===== config.mk =====
export PLATFORM = sky130hd
export DESIGN_NAME = fasta_motif_site_counter_top
export DESIGN_NICKNAME = d
export VERILOG_FILES = /design/src/rtl/core/fms_pkg.sv /design/src/rtl/core/fms_fifo.sv /design/src/rtl/core/fms_regs.sv /design/src/rtl/core/fms_front.sv /design/src/rtl/core/fms_back.sv /design/src/rtl/core/fasta_motif_site_counter_top.sv
export SDC_FILE = /design/constraint.sdc
export NUM_CORES = 1
export LEC_CHECK = 0
export ABC_CLOCK_PERIOD_IN_PS = 9780
export BUFFER_PORTS_ARGS = -buffer_cell sky130_fd_sc_hd__buf_2
export CAP_MARGIN = 5
export CORE_MARGIN = 2
export CORE_UTILIZATION = 60
export DETAILED_ROUTE_END_ITERATION = 6
export PLACE_DENSITY = 0.88
export SKIP_CTS_REPAIR_TIMING = 1
export SYNTH_ARGS = -nofsm -noshare
export SYNTH_HDL_FRONTEND = slang
export SYNTH_SLANG_ARGS = --single-unit

===== constraint.sdc =====
create_clock -name clk -period 9.78 [get_ports clk]
set_clock_uncertainty 0.15 [all_clocks]
set_input_delay 1.467 -clock clk [delete_from_list [all_inputs] [get_ports clk]]
set_output_delay 1.467 -clock clk [all_outputs]
set_load 0.05 [all_outputs]

===== src/rtl/core/fms_pkg.sv =====
`timescale 1ns / 1ps
// ----------------------------------------------------------------------------
// FASTA motif site counter package
// Types, constants and helper functions shared by the counter modules.
// ----------------------------------------------------------------------------
package fms_pkg;

    localparam int unsigned MAX_PATTERN_DEF = 8;
    localparam int unsigned QUEUE_DEPTH_DEF = 2;

    localparam int unsigned ADDR_W = 4;
    localparam int unsigned DATA_W = 64;

    localparam logic REG_PATTERN_LENGTH = 1'b0;
    localparam logic REG_PATTERN_CHARS  = 1'b1;

    localparam logic [3:0]  PATTERN_LENGTH_RESET = 4'd2;
    localparam logic [63:0] PATTERN_CHARS_RESET  = 64'h0000_0000_0000_4743;

    localparam logic [7:0] CHAR_HEADER  = 8'h3e;
    localparam logic [7:0] CHAR_NEWLINE = 8'h0a;
    localparam logic [7:0] CHAR_LOWER_A = 8'h61;
    localparam logic [7:0] CHAR_LOWER_Z = 8'h7a;
    localparam logic [7:0] CASE_MASK    = 8'hdf;
    localparam logic [7:0] BASE_A       = 8'h41;
    localparam logic [7:0] BASE_C       = 8'h43;
    localparam logic [7:0] BASE_G       = 8'h47;
    localparam logic [7:0] BASE_T       = 8'h54;

    localparam logic [1:0] OP_SEQ    = 2'd0;
    localparam logic [1:0] OP_HEADER = 2'd1;
    localparam logic [1:0] OP_END    = 2'd2;

    typedef struct packed {
        logic       mode;
        logic [7:0] data_byte;
    } item_t;

    typedef struct packed {
        logic [31:0] record_sites;
        logic [31:0] total_sites;
        logic        is_final;
    } result_t;

    typedef struct packed {
        logic [1:0] op;
        logic [7:0] base;
    } op_t;

    typedef struct packed {
        logic [3:0]  pattern_length;
        logic [63:0] pattern_chars;
    } cfg_t;

    function automatic logic [7:0] upcase(input logic [7:0] b);
        upcase = (b >= CHAR_LOWER_A && b <= CHAR_LOWER_Z) ? (b & CASE_MASK) : b;
    endfunction

    function automatic logic [7:0] complement_base(input logic [7:0] c);
        case (c)
            BASE_A:  complement_base = BASE_T;
            BASE_T:  complement_base = BASE_A;
            BASE_C:  complement_base = BASE_G;
            BASE_G:  complement_base = BASE_C;
            default: complement_base = c;
        endcase
    endfunction

endpackage


===== src/rtl/core/fms_fifo.sv =====
`timescale 1ns / 1ps
// ----------------------------------------------------------------------------
// FASTA motif site counter queue
// Small synchronous first-in first-out queue; DEPTH must be a power of two.
// ----------------------------------------------------------------------------
module fms_fifo #(
    parameter int unsigned WIDTH = 8,
    parameter int unsigned DEPTH = 2
) (
    input  logic             clk,
    input  logic             rst_n,
    input  logic             wr_en,
    input  logic [WIDTH-1:0] wr_data,
    input  logic             rd_en,
    output logic [WIDTH-1:0] rd_data,
    output logic             full,
    output logic             empty
);

    localparam int unsigned PW = (DEPTH > 1) ? $clog2(DEPTH) : 1;
    localparam int unsigned CW = $clog2(DEPTH + 1);

    logic [WIDTH-1:0] mem_reg [DEPTH];
    logic [PW-1:0]    wr_ptr_reg;
    logic [PW-1:0]    wr_ptr_next;
    logic [PW-1:0]    rd_ptr_reg;
    logic [PW-1:0]    rd_ptr_next;
    logic [CW-1:0]    count_reg;
    logic [CW-1:0]    count_next;
    logic             do_wr;
    logic             do_rd;

    assign full  = (count_reg == CW'(DEPTH));
    assign empty = (count_reg == '0);
    assign do_wr = wr_en && !full;
    assign do_rd = rd_en && !empty;
    assign rd_data = mem_reg[rd_ptr_reg];

    always_comb
    begin
        wr_ptr_next = do_wr ? ((wr_ptr_reg == PW'(DEPTH - 1)) ? '0 : wr_ptr_reg + 1'b1)
                            : wr_ptr_reg;
        rd_ptr_next = do_rd ? ((rd_ptr_reg == PW'(DEPTH - 1)) ? '0 : rd_ptr_reg + 1'b1)
                            : rd_ptr_reg;
        count_next  = count_reg;
        if (do_wr && !do_rd)
        begin
            count_next = count_reg + 1'b1;
        end
        else if (do_rd && !do_wr)
        begin
            count_next = count_reg - 1'b1;
        end
    end

    always_ff @(posedge clk or negedge rst_n)
    begin
        if (!rst_n)
        begin
            wr_ptr_reg <= '0;
            rd_ptr_reg <= '0;
            count_reg  <= '0;
        end
        else
        begin
            wr_ptr_reg <= wr_ptr_next;
            rd_ptr_reg <= rd_ptr_next;
            count_reg  <= count_next;
        end
    end

    always_ff @(posedge clk)
    begin
        if (do_wr)
        begin
            mem_reg[wr_ptr_reg] <= wr_data;
        end
    end

endmodule


===== src/rtl/core/fms_regs.sv =====
`timescale 1ns / 1ps
// ----------------------------------------------------------------------------
// FASTA motif site counter registers
// APB-style register file holding the pattern length and pattern bytes.
// ----------------------------------------------------------------------------
module fms_regs (
    input  logic                         clk,
    input  logic                         rst_n,
    input  logic                         psel,
    input  logic                         penable,
    input  logic                         pwrite,
    input  logic [fms_pkg::ADDR_W-1:0]   paddr,
    input  logic [fms_pkg::DATA_W-1:0]   pwdata,
    output logic [fms_pkg::DATA_W-1:0]   prdata,
    output logic                         pready,
    output fms_pkg::cfg_t                cfg
);

    import fms_pkg::*;

    logic [3:0]  pattern_length_reg;
    logic [3:0]  pattern_length_next;
    logic [63:0] pattern_chars_reg;
    logic [63:0] pattern_chars_next;
    logic        wr_fire;

    assign pready  = 1'b1;
    assign wr_fire = psel && penable && pwrite && pready;

    always_comb
    begin
        pattern_length_next = pattern_length_reg;
        pattern_chars_next  = pattern_chars_reg;
        if (wr_fire)
        begin
            unique case (paddr[3])
                REG_PATTERN_LENGTH: pattern_length_next = pwdata[3:0];
                REG_PATTERN_CHARS:  pattern_chars_next  = pwdata;
                default:            pattern_chars_next  = pattern_chars_reg;
            endcase
        end
    end

    always_comb
    begin
        unique case (paddr[3])
            REG_PATTERN_LENGTH: prdata = {60'd0, pattern_length_reg};
            REG_PATTERN_CHARS:  prdata = pattern_chars_reg;
            default:            prdata = '0;
        endcase
    end

    always_ff @(posedge clk or negedge rst_n)
    begin
        if (!rst_n)
        begin
            pattern_length_reg <= PATTERN_LENGTH_RESET;
            pattern_chars_reg  <= PATTERN_CHARS_RESET;
        end
        else
        begin
            pattern_length_reg <= pattern_length_next;
            pattern_chars_reg  <= pattern_chars_next;
        end
    end

    assign cfg.pattern_length = pattern_length_reg;
    assign cfg.pattern_chars  = pattern_chars_reg;

endmodule


===== src/rtl/core/fms_front.sv =====
`timescale 1ns / 1ps
// ----------------------------------------------------------------------------
// FASTA motif site counter front end
// Tracks line and header state and turns file bytes into window operations.
// ----------------------------------------------------------------------------
module fms_front (
    input  logic           clk,
    input  logic           rst_n,
    input  logic           push,
    input  fms_pkg::item_t item,
    input  logic           q_full,
    output logic           q_push,
    output fms_pkg::op_t   q_op
);

    import fms_pkg::*;

    logic in_header_reg;
    logic in_header_next;
    logic at_line_start_reg;
    logic at_line_start_next;
    logic accept;
    logic op_valid;

    assign accept = push && !q_full;

    always_comb
    begin
        in_header_next     = in_header_reg;
        at_line_start_next = at_line_start_reg;
        op_valid           = 1'b0;
        q_op.op            = OP_SEQ;
        q_op.base          = upcase(item.data_byte);
        if (item.mode)
        begin
            in_header_next     = 1'b0;
            at_line_start_next = 1'b1;
            op_valid           = 1'b1;
            q_op.op            = OP_END;
        end
        else if (item.data_byte == CHAR_NEWLINE)
        begin
            in_header_next     = 1'b0;
            at_line_start_next = 1'b1;
        end
        else if (at_line_start_reg && item.data_byte == CHAR_HEADER)
        begin
            in_header_next     = 1'b1;
            at_line_start_next = 1'b0;
            op_valid           = 1'b1;
            q_op.op            = OP_HEADER;
        end
        else
        begin
            at_line_start_next = 1'b0;
            op_valid           = !in_header_reg;
        end
    end

    assign q_push = accept && op_valid;

    always_ff @(posedge clk or negedge rst_n)
    begin
        if (!rst_n)
        begin
            in_header_reg     <= 1'b0;
            at_line_start_reg <= 1'b1;
        end
        else if (accept)
        begin
            in_header_reg     <= in_header_next;
            at_line_start_reg <= at_line_start_next;
        end
    end

endmodule


===== src/rtl/core/fms_back.sv =====
`timescale 1ns / 1ps
// ----------------------------------------------------------------------------
// FASTA motif site counter back end
// Shifts sequence bytes into the window, matches the pattern and its
// complement, and keeps the record and running totals.
// ----------------------------------------------------------------------------
module fms_back #(
    parameter int unsigned MAX_PATTERN = fms_pkg::MAX_PATTERN_DEF
) (
    input  logic             clk,
    input  logic             rst_n,
    input  fms_pkg::cfg_t    cfg,
    input  logic             q_empty,
    input  fms_pkg::op_t     q_op,
    output logic             q_pop,
    input  logic             res_full,
    output logic             res_push,
    output fms_pkg::result_t res
);

    import fms_pkg::*;

    localparam int unsigned FW = $clog2(MAX_PATTERN + 1);
    localparam int unsigned IW = (MAX_PATTERN > 1) ? $clog2(MAX_PATTERN) : 1;

    logic [7:0]    window_reg [MAX_PATTERN];
    logic [7:0]    window_new [MAX_PATTERN];
    logic [FW-1:0] fill_reg;
    logic [FW-1:0] fill_next;
    logic [FW-1:0] fill_new;
    logic          has_seq_reg;
    logic          has_seq_next;
    logic [31:0]   count_reg;
    logic [31:0]   count_next;
    logic [31:0]   total_reg;
    logic [31:0]   total_next;
    logic [31:0]   total_sum;
    logic [3:0]    len_eff;
    logic          fwd_hit;
    logic          cmp_hit;
    logic          span_ok;
    logic [1:0]    hit_count;
    logic          take;
    logic          shift_en;

    assign take    = !q_empty && !res_full;
    assign q_pop   = take;
    assign len_eff = (cfg.pattern_length > 4'(MAX_PATTERN)) ? 4'(MAX_PATTERN)
                                                            : cfg.pattern_length;
    assign fill_new = (fill_reg == FW'(MAX_PATTERN)) ? fill_reg : fill_reg + 1'b1;

    always_comb
    begin
        window_new[0] = q_op.base;
        for (int i = 1; i < MAX_PATTERN; i++)
        begin
            window_new[i] = window_reg[i-1];
        end
    end

    always_comb
    begin : match_blk
        logic [3:0] idx;
        logic [7:0] w;
        logic [7:0] p;
        fwd_hit = 1'b1;
        cmp_hit = 1'b1;
        for (int k = 0; k < MAX_PATTERN; k++)
        begin
            idx = len_eff - 4'd1 - 4'(k);
            w   = window_new[idx[IW-1:0]];
            p   = cfg.pattern_chars[8*k +: 8];
            if (4'(k) < len_eff)
            begin
                if (w != p)
                begin
                    fwd_hit = 1'b0;
                end
                if (w != complement_base(p))
                begin
                    cmp_hit = 1'b0;
                end
            end
        end
    end

    assign span_ok = (len_eff != 4'd0) && (4'(fill_new) >= len_eff);
    assign hit_count = {1'b0, fwd_hit && span_ok} + {1'b0, cmp_hit && span_ok};
    assign total_sum = total_reg + count_reg;

    always_comb
    begin
        fill_next    = fill_reg;
        has_seq_next = has_seq_reg;
        count_next   = count_reg;
        total_next   = total_reg;
        res_push     = 1'b0;
        shift_en     = 1'b0;
        res.record_sites = count_reg;
        res.total_sites  = total_sum;
        res.is_final     = (q_op.op == OP_END);
        if (take)
        begin
            unique case (q_op.op)
                OP_SEQ:
                begin
                    shift_en     = 1'b1;
                    fill_next    = fill_new;
                    has_seq_next = 1'b1;
                    count_next   = count_reg + 32'(hit_count);
                end
                OP_HEADER:
                begin
                    res_push     = has_seq_reg;
                    total_next   = has_seq_reg ? total_sum : total_reg;
                    fill_next    = '0;
                    has_seq_next = 1'b0;
                    count_next   = '0;
                end
                OP_END:
                begin
                    res_push     = 1'b1;
                    total_next   = total_sum;
                    fill_next    = '0;
                    has_seq_next = 1'b0;
                    count_next   = '0;
                end
                default:
                begin
                    fill_next = fill_reg;
                end
            endcase
        end
    end

    always_ff @(posedge clk or negedge rst_n)
    begin
        if (!rst_n)
        begin
            fill_reg    <= '0;
            has_seq_reg <= 1'b0;
            count_reg   <= '0;
            total_reg   <= '0;
        end
        else
        begin
            fill_reg    <= fill_next;
            has_seq_reg <= has_seq_next;
            count_reg   <= count_next;
            total_reg   <= total_next;
        end
    end

    always_ff @(posedge clk)
    begin
        if (shift_en)
        begin
            for (int i = 0; i < MAX_PATTERN; i++)
            begin
                window_reg[i] <= window_new[i];
            end
        end
    end

endmodule


===== src/rtl/core/fasta_motif_site_counter_top.sv =====
`timescale 1ns / 1ps
// ----------------------------------------------------------------------------
// FASTA motif site counter
// Counts pattern and complement sites per record of a FASTA byte stream.
// ----------------------------------------------------------------------------
// Input channel: push with item (mode, data_byte); a transaction completes when
// push is high and full is low. One item is taken every cycle while full is low.
// Result channel: the oldest result (record_sites, total_sites, is_final) is
// shown while empty is low; a transaction completes when pop is high and empty
// is low. An item is registered in the operation queue, and its result in the
// result queue after the back end's window compare and count update. Throughput
// is one item per cycle while full is low. When pop stays low the result queue
// fills, the back end stops draining the operation queue, and full rises once
// that queue is full as well. The pattern registers sit on an APB-style port
// and must be written only while the block is idle; the block does not enforce
// this. Reset empties both queues, clears all counts and the line state, and
// loads a pattern length of two with the pattern CG.
// ----------------------------------------------------------------------------
module fasta_motif_site_counter_top #(
    parameter int unsigned MAX_PATTERN = fms_pkg::MAX_PATTERN_DEF,
    parameter int unsigned QUEUE_DEPTH = fms_pkg::QUEUE_DEPTH_DEF
) (
    input  logic                       clk,
    input  logic                       rst_n,
    input  logic                       push,
    output logic                       full,
    input  fms_pkg::item_t             item,
    output logic                       empty,
    input  logic                       pop,
    output fms_pkg::result_t           result,
    input  logic                       psel,
    input  logic                       penable,
    input  logic                       pwrite,
    input  logic [fms_pkg::ADDR_W-1:0] paddr,
    input  logic [fms_pkg::DATA_W-1:0] pwdata,
    output logic [fms_pkg::DATA_W-1:0] prdata,
    output logic                       pready
);

    import fms_pkg::*;

    cfg_t    cfg;
    logic    op_push;
    op_t     op_in;
    logic    op_pop;
    logic    op_empty;
    logic [$bits(op_t)-1:0]     op_out_bits;
    logic    res_push;
    logic    res_full;
    result_t res_in;
    logic [$bits(result_t)-1:0] res_out_bits;

    fms_regs u_regs (
        .clk     (clk),
        .rst_n   (rst_n),
        .psel    (psel),
        .penable (penable),
        .pwrite  (pwrite),
        .paddr   (paddr),
        .pwdata  (pwdata),
        .prdata  (prdata),
        .pready  (pready),
        .cfg     (cfg)
    );

    fms_front u_front (
        .clk    (clk),
        .rst_n  (rst_n),
        .push   (push),
        .item   (item),
        .q_full (full),
        .q_push (op_push),
        .q_op   (op_in)
    );

    fms_fifo #(
        .WIDTH ($bits(op_t)),
        .DEPTH (QUEUE_DEPTH)
    ) u_op_q (
        .clk     (clk),
        .rst_n   (rst_n),
        .wr_en   (op_push),
        .wr_data (op_in),
        .rd_en   (op_pop),
        .rd_data (op_out_bits),
        .full    (full),
        .empty   (op_empty)
    );

    fms_back #(
        .MAX_PATTERN (MAX_PATTERN)
    ) u_back (
        .clk      (clk),
        .rst_n    (rst_n),
        .cfg      (cfg),
        .q_empty  (op_empty),
        .q_op     (op_t'(op_out_bits)),
        .q_pop    (op_pop),
        .res_full (res_full),
        .res_push (res_push),
        .res      (res_in)
    );

    fms_fifo #(
        .WIDTH ($bits(result_t)),
        .DEPTH (QUEUE_DEPTH)
    ) u_res_q (
        .clk     (clk),
        .rst_n   (rst_n),
        .wr_en   (res_push),
        .wr_data (res_in),
        .rd_en   (pop),
        .rd_data (res_out_bits),
        .full    (res_full),
        .empty   (empty)
    );

    assign result = result_t'(res_out_bits);

endmodule


* Word level (Yosys, flattened, before mapping)
Memories as Yosys holds them, arrays and structs flattened.
Index checks and enable logic that the tools add are counted.
** Storage, ports and cells
- Register bits after elaboration :: 147
- Memory bits (writable) :: 214
- Input bits :: 84
- Output and inout bits :: 132
- Memories kept :: 3
** Memory list
- u_res_q.mem_reg :: depth 2, bits a word 65, read ports 1, clocked after memory_dff 0, write ports 1, RTL line fms_fifo.sv:23 : logic [WIDTH-1:0] mem_reg [DEPTH];
- u_back.window_reg :: depth 8, bits a word 8, read ports 7, clocked after memory_dff 0, write ports 8, RTL line fms_back.sv:26 : logic [7:0] window_reg [MAX_PATTERN];
- u_op_q.mem_reg :: depth 2, bits a word 10, read ports 1, clocked after memory_dff 0, write ports 1, RTL line fms_fifo.sv:23
** Cells by class
- Add/subtract/negate cells :: 20
- $lt $le $gt $ge :: 20
- Equal/unequal tests :: 56
- Mux-type cells :: 110
- Bitwise gates (word level) :: 9
- Reductions and logical operators :: 42
** Operators by type and width (number)
- $eq 8x7->1 const B :: 32
- $pmux 8 s4 :: 8
- $bmux 8 s3 :: 8
- $mux 8 :: 24
- $ne 8x8->1 :: 16
- $pmux 32 s2 :: 2
- $pmux 64 s2 :: 1
- $mux 1 :: 54
- $add 32x2->32 :: 1
- $add 32x32->32 :: 1
- $ge 4x4->1 const B :: 8
- $mux 32 :: 1
- $not 3->4 :: 8
- $logic_and 1x1->1 :: 18
- $lt 3x4->1 const A :: 4
- $mux 2 :: 6
- $sub 3x3->3 const B :: 4
- $logic_not 1->1 :: 9
- $eq 8x4->1 const B :: 1
- $eq 8x6->1 const B :: 1
- $ge 8x7->1 const B :: 1
- $le 8x7->1 const B :: 1
- $lt 1x4->1 const A :: 2
- $lt 2x4->1 const A :: 2
- other kinds (25) :: 44

* Longest topological paths before layout
- Depth in word-level cells :: 28
- Gate-level depth with buffers :: 31
- Depth with buffers taken out :: 27

* Modules after synthesis
From an unflattened synthesis, not the netlist that was laid out.
** Second synthesis, totals
- Cells, all modules :: 1746
- Area, all modules :: 21371.7 sq um
** Modules (own cells, without submodules)
- fms_back :: instances 1, cells an instance 1224, area an instance 11870.1 sq um, sequential area each 3408.3 sq um
- fms_fifo at u_res_q :: instances 1, cells an instance 221, area an instance 5048.6 sq um, sequential area each 4003.8 sq um
- fms_regs :: instances 1, cells an instance 217, area an instance 3259.4 sq um, sequential area each 1711.6 sq um
- fms_fifo at u_op_q :: instances 1, cells an instance 50, area an instance 919.6 sq um, sequential area each 700.7 sq um
- fms_front :: instances 1, cells an instance 34, area an instance 274.0 sq um, sequential area each 51.3 sq um

* Worst setup path before layout
No wires, ideal clock.
- Kind :: flip-flop to flip-flop
- Start :: register u_regs.pattern_length_reg[1]
- End :: register u_back.count_reg[31]
- Setup time :: 0.132 ns
- Arrival time :: 6.876 ns
- Data required time :: 9.498 ns
- Path slack :: 2.622 ns
- Stages on the path, launching flop included :: 30
- Path buffers :: 9
- Cells stage by stage :: dfstp_2 buf_2 nor2b_1 buf_2 buf_2 buf_2 buf_2 nor2_1 ha_1 buf_2 buf_1 buf_2 mux4_2 a22oi_2 xnor2_1 nor4_1 nand3_1 a2111oi_0 o221ai_1 fa_1 nand3b_1 nor3_1 and3_1 nand2_1 or4_1 clkbuf_1 nor3_1 nand3_1 xor2_1 nor2_1
** Between the ends
- Cells in the longest elaborated chain, start to end :: 28
** RTL lines
- start, declared :: RTL line fms_regs.sv:21 : logic [3:0] pattern_length_reg;
- start signal, assigned :: RTL line fms_regs.sv:62 : pattern_length_reg <= pattern_length_next;
- $gt 4x4->1 :: RTL line fms_back.sv:48 : assign len_eff = (cfg.pattern_length > 4'(MAX_PATTERN)) ? 4'(MAX_PATTERN)
- $mux 4 (*) :: RTL line fms_back.sv:48
- parallel branches: the longest is 23 deep, another holds $sub 3x1->3
- $add 1x1->2 (*) :: RTL line fms_back.sv:88 : assign hit_count = {1'b0, fwd_hit && span_ok} + {1'b0, cmp_hit && span_ok};
- $add 32x2->32 (*) :: RTL line fms_back.sv:110 : count_next = count_reg + 32'(hit_count);
- $pmux 32 s2 (*) :: RTL line fms_back.sv:104 : unique case (q_op.op)
- end signal, assigned :: RTL line fms_back.sv:149 : count_reg <= count_next;
- end, declared :: RTL line fms_back.sv:33 : logic [31:0] count_reg;
Every way passes the cells marked *. The select of a mux whose other input is x is not followed.
A chain may end at the register's enable or synchronous reset.

* Final worst setup path
- Start :: register u_regs.pattern_length_reg[0]
- End :: register u_back.count_reg[30]
The elaborated chain is that of the path after synthesis.

==> out/results.ini <==
[outcome]
outcome=finished, final reports clean

[placed_design]
dp_hpwl_um=36490
io_buffers=211
dpl_worst_slack_ns=1.508
gp_congestion=0.9334
placed_area_mm2=0.02213

[sta]
fmax_mhz=115.0
layout_setup_ws_ns=1.086
fin_crit_sh_pct=88.89
tightest_slew_ns=1.091
finalHoldViolations=0
min_period_ns=8.694
setup_viol=0
finalMaxSlewViolations=0
max-slew-margin-rel_pct=27.24
grt_setup_unrepaired=no
tns_ns=0

[critical_path]
cp-end-kind=flop
rrSetupSlack_ns=1.09
worstRegToRegCells=26
path_max_fanout=54
crit_family=simple AND/OR/NAND/NOR gates
worst_path_most_repeated_cell=and3_1
worst_path_max_delay_cell=nor4_1
crit_buf_inv=4
cp-start-kind=flop
r2r_start=u_regs.pattern_length_reg[0]
slowest_delay_ns=0.83
worst_ep_arrival_time_ns=8.95
worstPathRequired_ns=10.04
reg2reg_to=u_back.count_reg[30]
worstSetupPathType=reg -> reg

[grt]
grt_max_degree=94
antenna_found_initial=7
grt_pass1_wl_um=82880
grt-ovfl-total=0
grt_pass1_vias=15380
grt_usage_pct=29.40

[logic_synthesis]
syn-cell-area_mm2=0.02079
synthArstFlopShare_pct=41.64
synth_ff_type=edfxtp_1
synth_cell_type_count=89
yosys-top-cells-area=edfxtp_1 (30%), dfrtp_1 (17%), mux2_2 (8.8%)
syn-num-nets=1910
syn_inst=1778
ys_top_cells_by_count=edfxtp_1 (206), mux2_2 (162), dfrtp_1 (138), nand2_1 (138), mux2i_1 (109)
yosysMostFrequentCell=edfxtp_1
synth_top_area_cell=edfxtp_1
yosysSeqAreaShare_pct=47.51
synth.top_cell.area_share_pct=29.76
synth-warning-count=0
synth_edf_count=206
ys_seq_elements=353
syn_area_per_cell_um2=11.69

[power]
p_leak_uw=0.009700
power_density_mw_per_mm2=302.4
peakVddDrop_mv=0.3211

[finish]
area_delta_synth_final_pct=12.74
fillers=2332
fin_area_mm2=0.02344
largest_reg_flops=130
drive_gt1_share_pct=28.15
final_nets=2077

[floorplan]
rows=68
die_area_mm2=0.03615
die_w_um=190.1
core_area_mm2=0.03429
initial_core_util_pct=60.62
ios=216
die_y_um=190.1

[detailed_routing]
top_layer=met5
routed_via_density=6.429
wl_met1_um=20750
firstDrtPassIters=6
drcViolationCount=0
wl_met3_um=5190
totalWireLength_um=53600
wl_per_cell_um=22.02
dr_wl_met2_um=25270
num_vias=15650
drt_iter0_markers=1619
drtAntennaViolNets=0

[min_path]
hold_path_class=reg -> reg
whs_path_depth=2
worstHoldStart=u_back.total_reg[18]
min_to=u_back.total_reg[18]

[clocking]
cts_sinks=353
cts-buffers-inserted=39
clk_latency_ns=0.56
clk_path_buf_depth=3
cts_tree=done
htree_num_levels=2
path_clk_slew_ns=0.06
cts_root_buf=clkbuf_16

[run]
drv_cap=0

[cell families (layout without fill, tap and decap cells)]
kind of cell,Yosys count,in the layout,share of synthesized area [%]
AOI/OAI and AO/OA,262,262,8.307
xor gates and xnor gates,122,122,5.141
adders and majority gates,48,48,2.962
buffers and inverters,149,346,3.100
DFF,353,353,47.51
muxes,334,334,20.70
other,1,5,0.01804
and+or+nand+nor,509,509,12.26
[worst max path at each step]
stage                                       from                   end  slack [ns]  cells after the start
finish              u_regs.pattern_length_reg[0]  u_back.count_reg[30]        1.09                     26
CTS                 u_regs.pattern_length_reg[0]  u_back.count_reg[30]        1.40                     26
global placement    u_regs.pattern_length_reg[0]  u_back.count_reg[31]        1.87                     24
detailed placement  u_regs.pattern_length_reg[0]  u_back.count_reg[30]        1.51                     24
global route        u_regs.pattern_length_reg[0]  u_back.count_reg[30]        0.80                     26
floorplan           u_regs.pattern_length_reg[1]  u_back.count_reg[31]        2.62                     29
[worst register-to-register path: cells and delay by family (launching register included)]
kind                       cells  cell delay, ns
DFF                            1            0.74
muxes                          2            0.56
xor gates and xnor gates       2            0.73
and+or+nand+nor               10            3.11
buffers and inverters          4            1.17
adders and majority gates      3            1.06
AOI/OAI and AO/OA              5            1.05
[metrics by stage]
| step | power (uW) | cells | util (%) | hold slack (ns) |
|---|---|---|---|---|
| floorplan | 4737 | 1778 | - | 0.2902 |
| global placement | 5436 | 2359 | 64.53 | 0.3115 |
| detailed placement | 5569 | 2359 | 64.53 | 0.3172 |
| CTS | 7065 | 2430 | 68.32 | 0.3324 |
| global route | 7386 | 2433 | 68.34 | 0.3497 |
| finish | 7087 | 2434 | 68.35 | 0.3339 |
[per-layer routing]
layer | global-route usage, % | up-vias
met5 | 0 | -
met4 | 13.92 | 6
met3 | 6.936 | 180
met2 | 46.88 | 892
met1 | 38.20 | 7610
li1 | - | 6959
[layout by cell type (no fill, tap or decap), drive strengths merged, types with 11 or more instances in the layout]
| master | synthesis | final |
|---|---|---|
| clkbuf | 70 | 55 |
| edfxtp | 206 | 206 |
| a21oi | 58 | 58 |
| nor2 | 109 | 109 |
| clkinv | 0 | 12 |
| and2 | 69 | 69 |
| mux2 | 165 | 165 |
| a31oi | 15 | 15 |
| nand2b | 16 | 16 |
| nand3 | 46 | 46 |
| mux4 | 58 | 58 |
| ha | 46 | 46 |
| xor2 | 52 | 52 |
| nand2 | 138 | 138 |
| nor4 | 13 | 13 |
| o21ai | 64 | 64 |
| or3 | 11 | 11 |
| and3 | 13 | 13 |
| o22ai | 12 | 12 |
| mux2i | 111 | 111 |
| nor3 | 32 | 32 |
| a21o | 12 | 12 |
| dfrtp | 138 | 138 |
| nand4 | 16 | 16 |
| inv | 45 | 45 |
| nor2b | 13 | 13 |
| xnor2 | 70 | 70 |
| buf | 34 | 230 |
[layout make-up]
cell class                      count  area (um2)  share of cell area [%]
Sequential cell                   353        9877                   42.15
Inverter                           45       173.9                  0.7421
Timing Repair Buffer              230        1205                   5.141
Clock inverter                     16       155.1                  0.6620
Multi-Input combinational cell   1276       10300                   43.96
Clock buffer                       55        1142                   4.875
Antenna cell                        4       10.01                 0.04271
Tap cell                          455       569.3                   2.429
[where the power goes]
part           switching, uW  internal (uW)
logic                   2140           1220
clock network            612            872
registers                309           1940
total                   3060           4030
(Power assumes the default switching activity.)
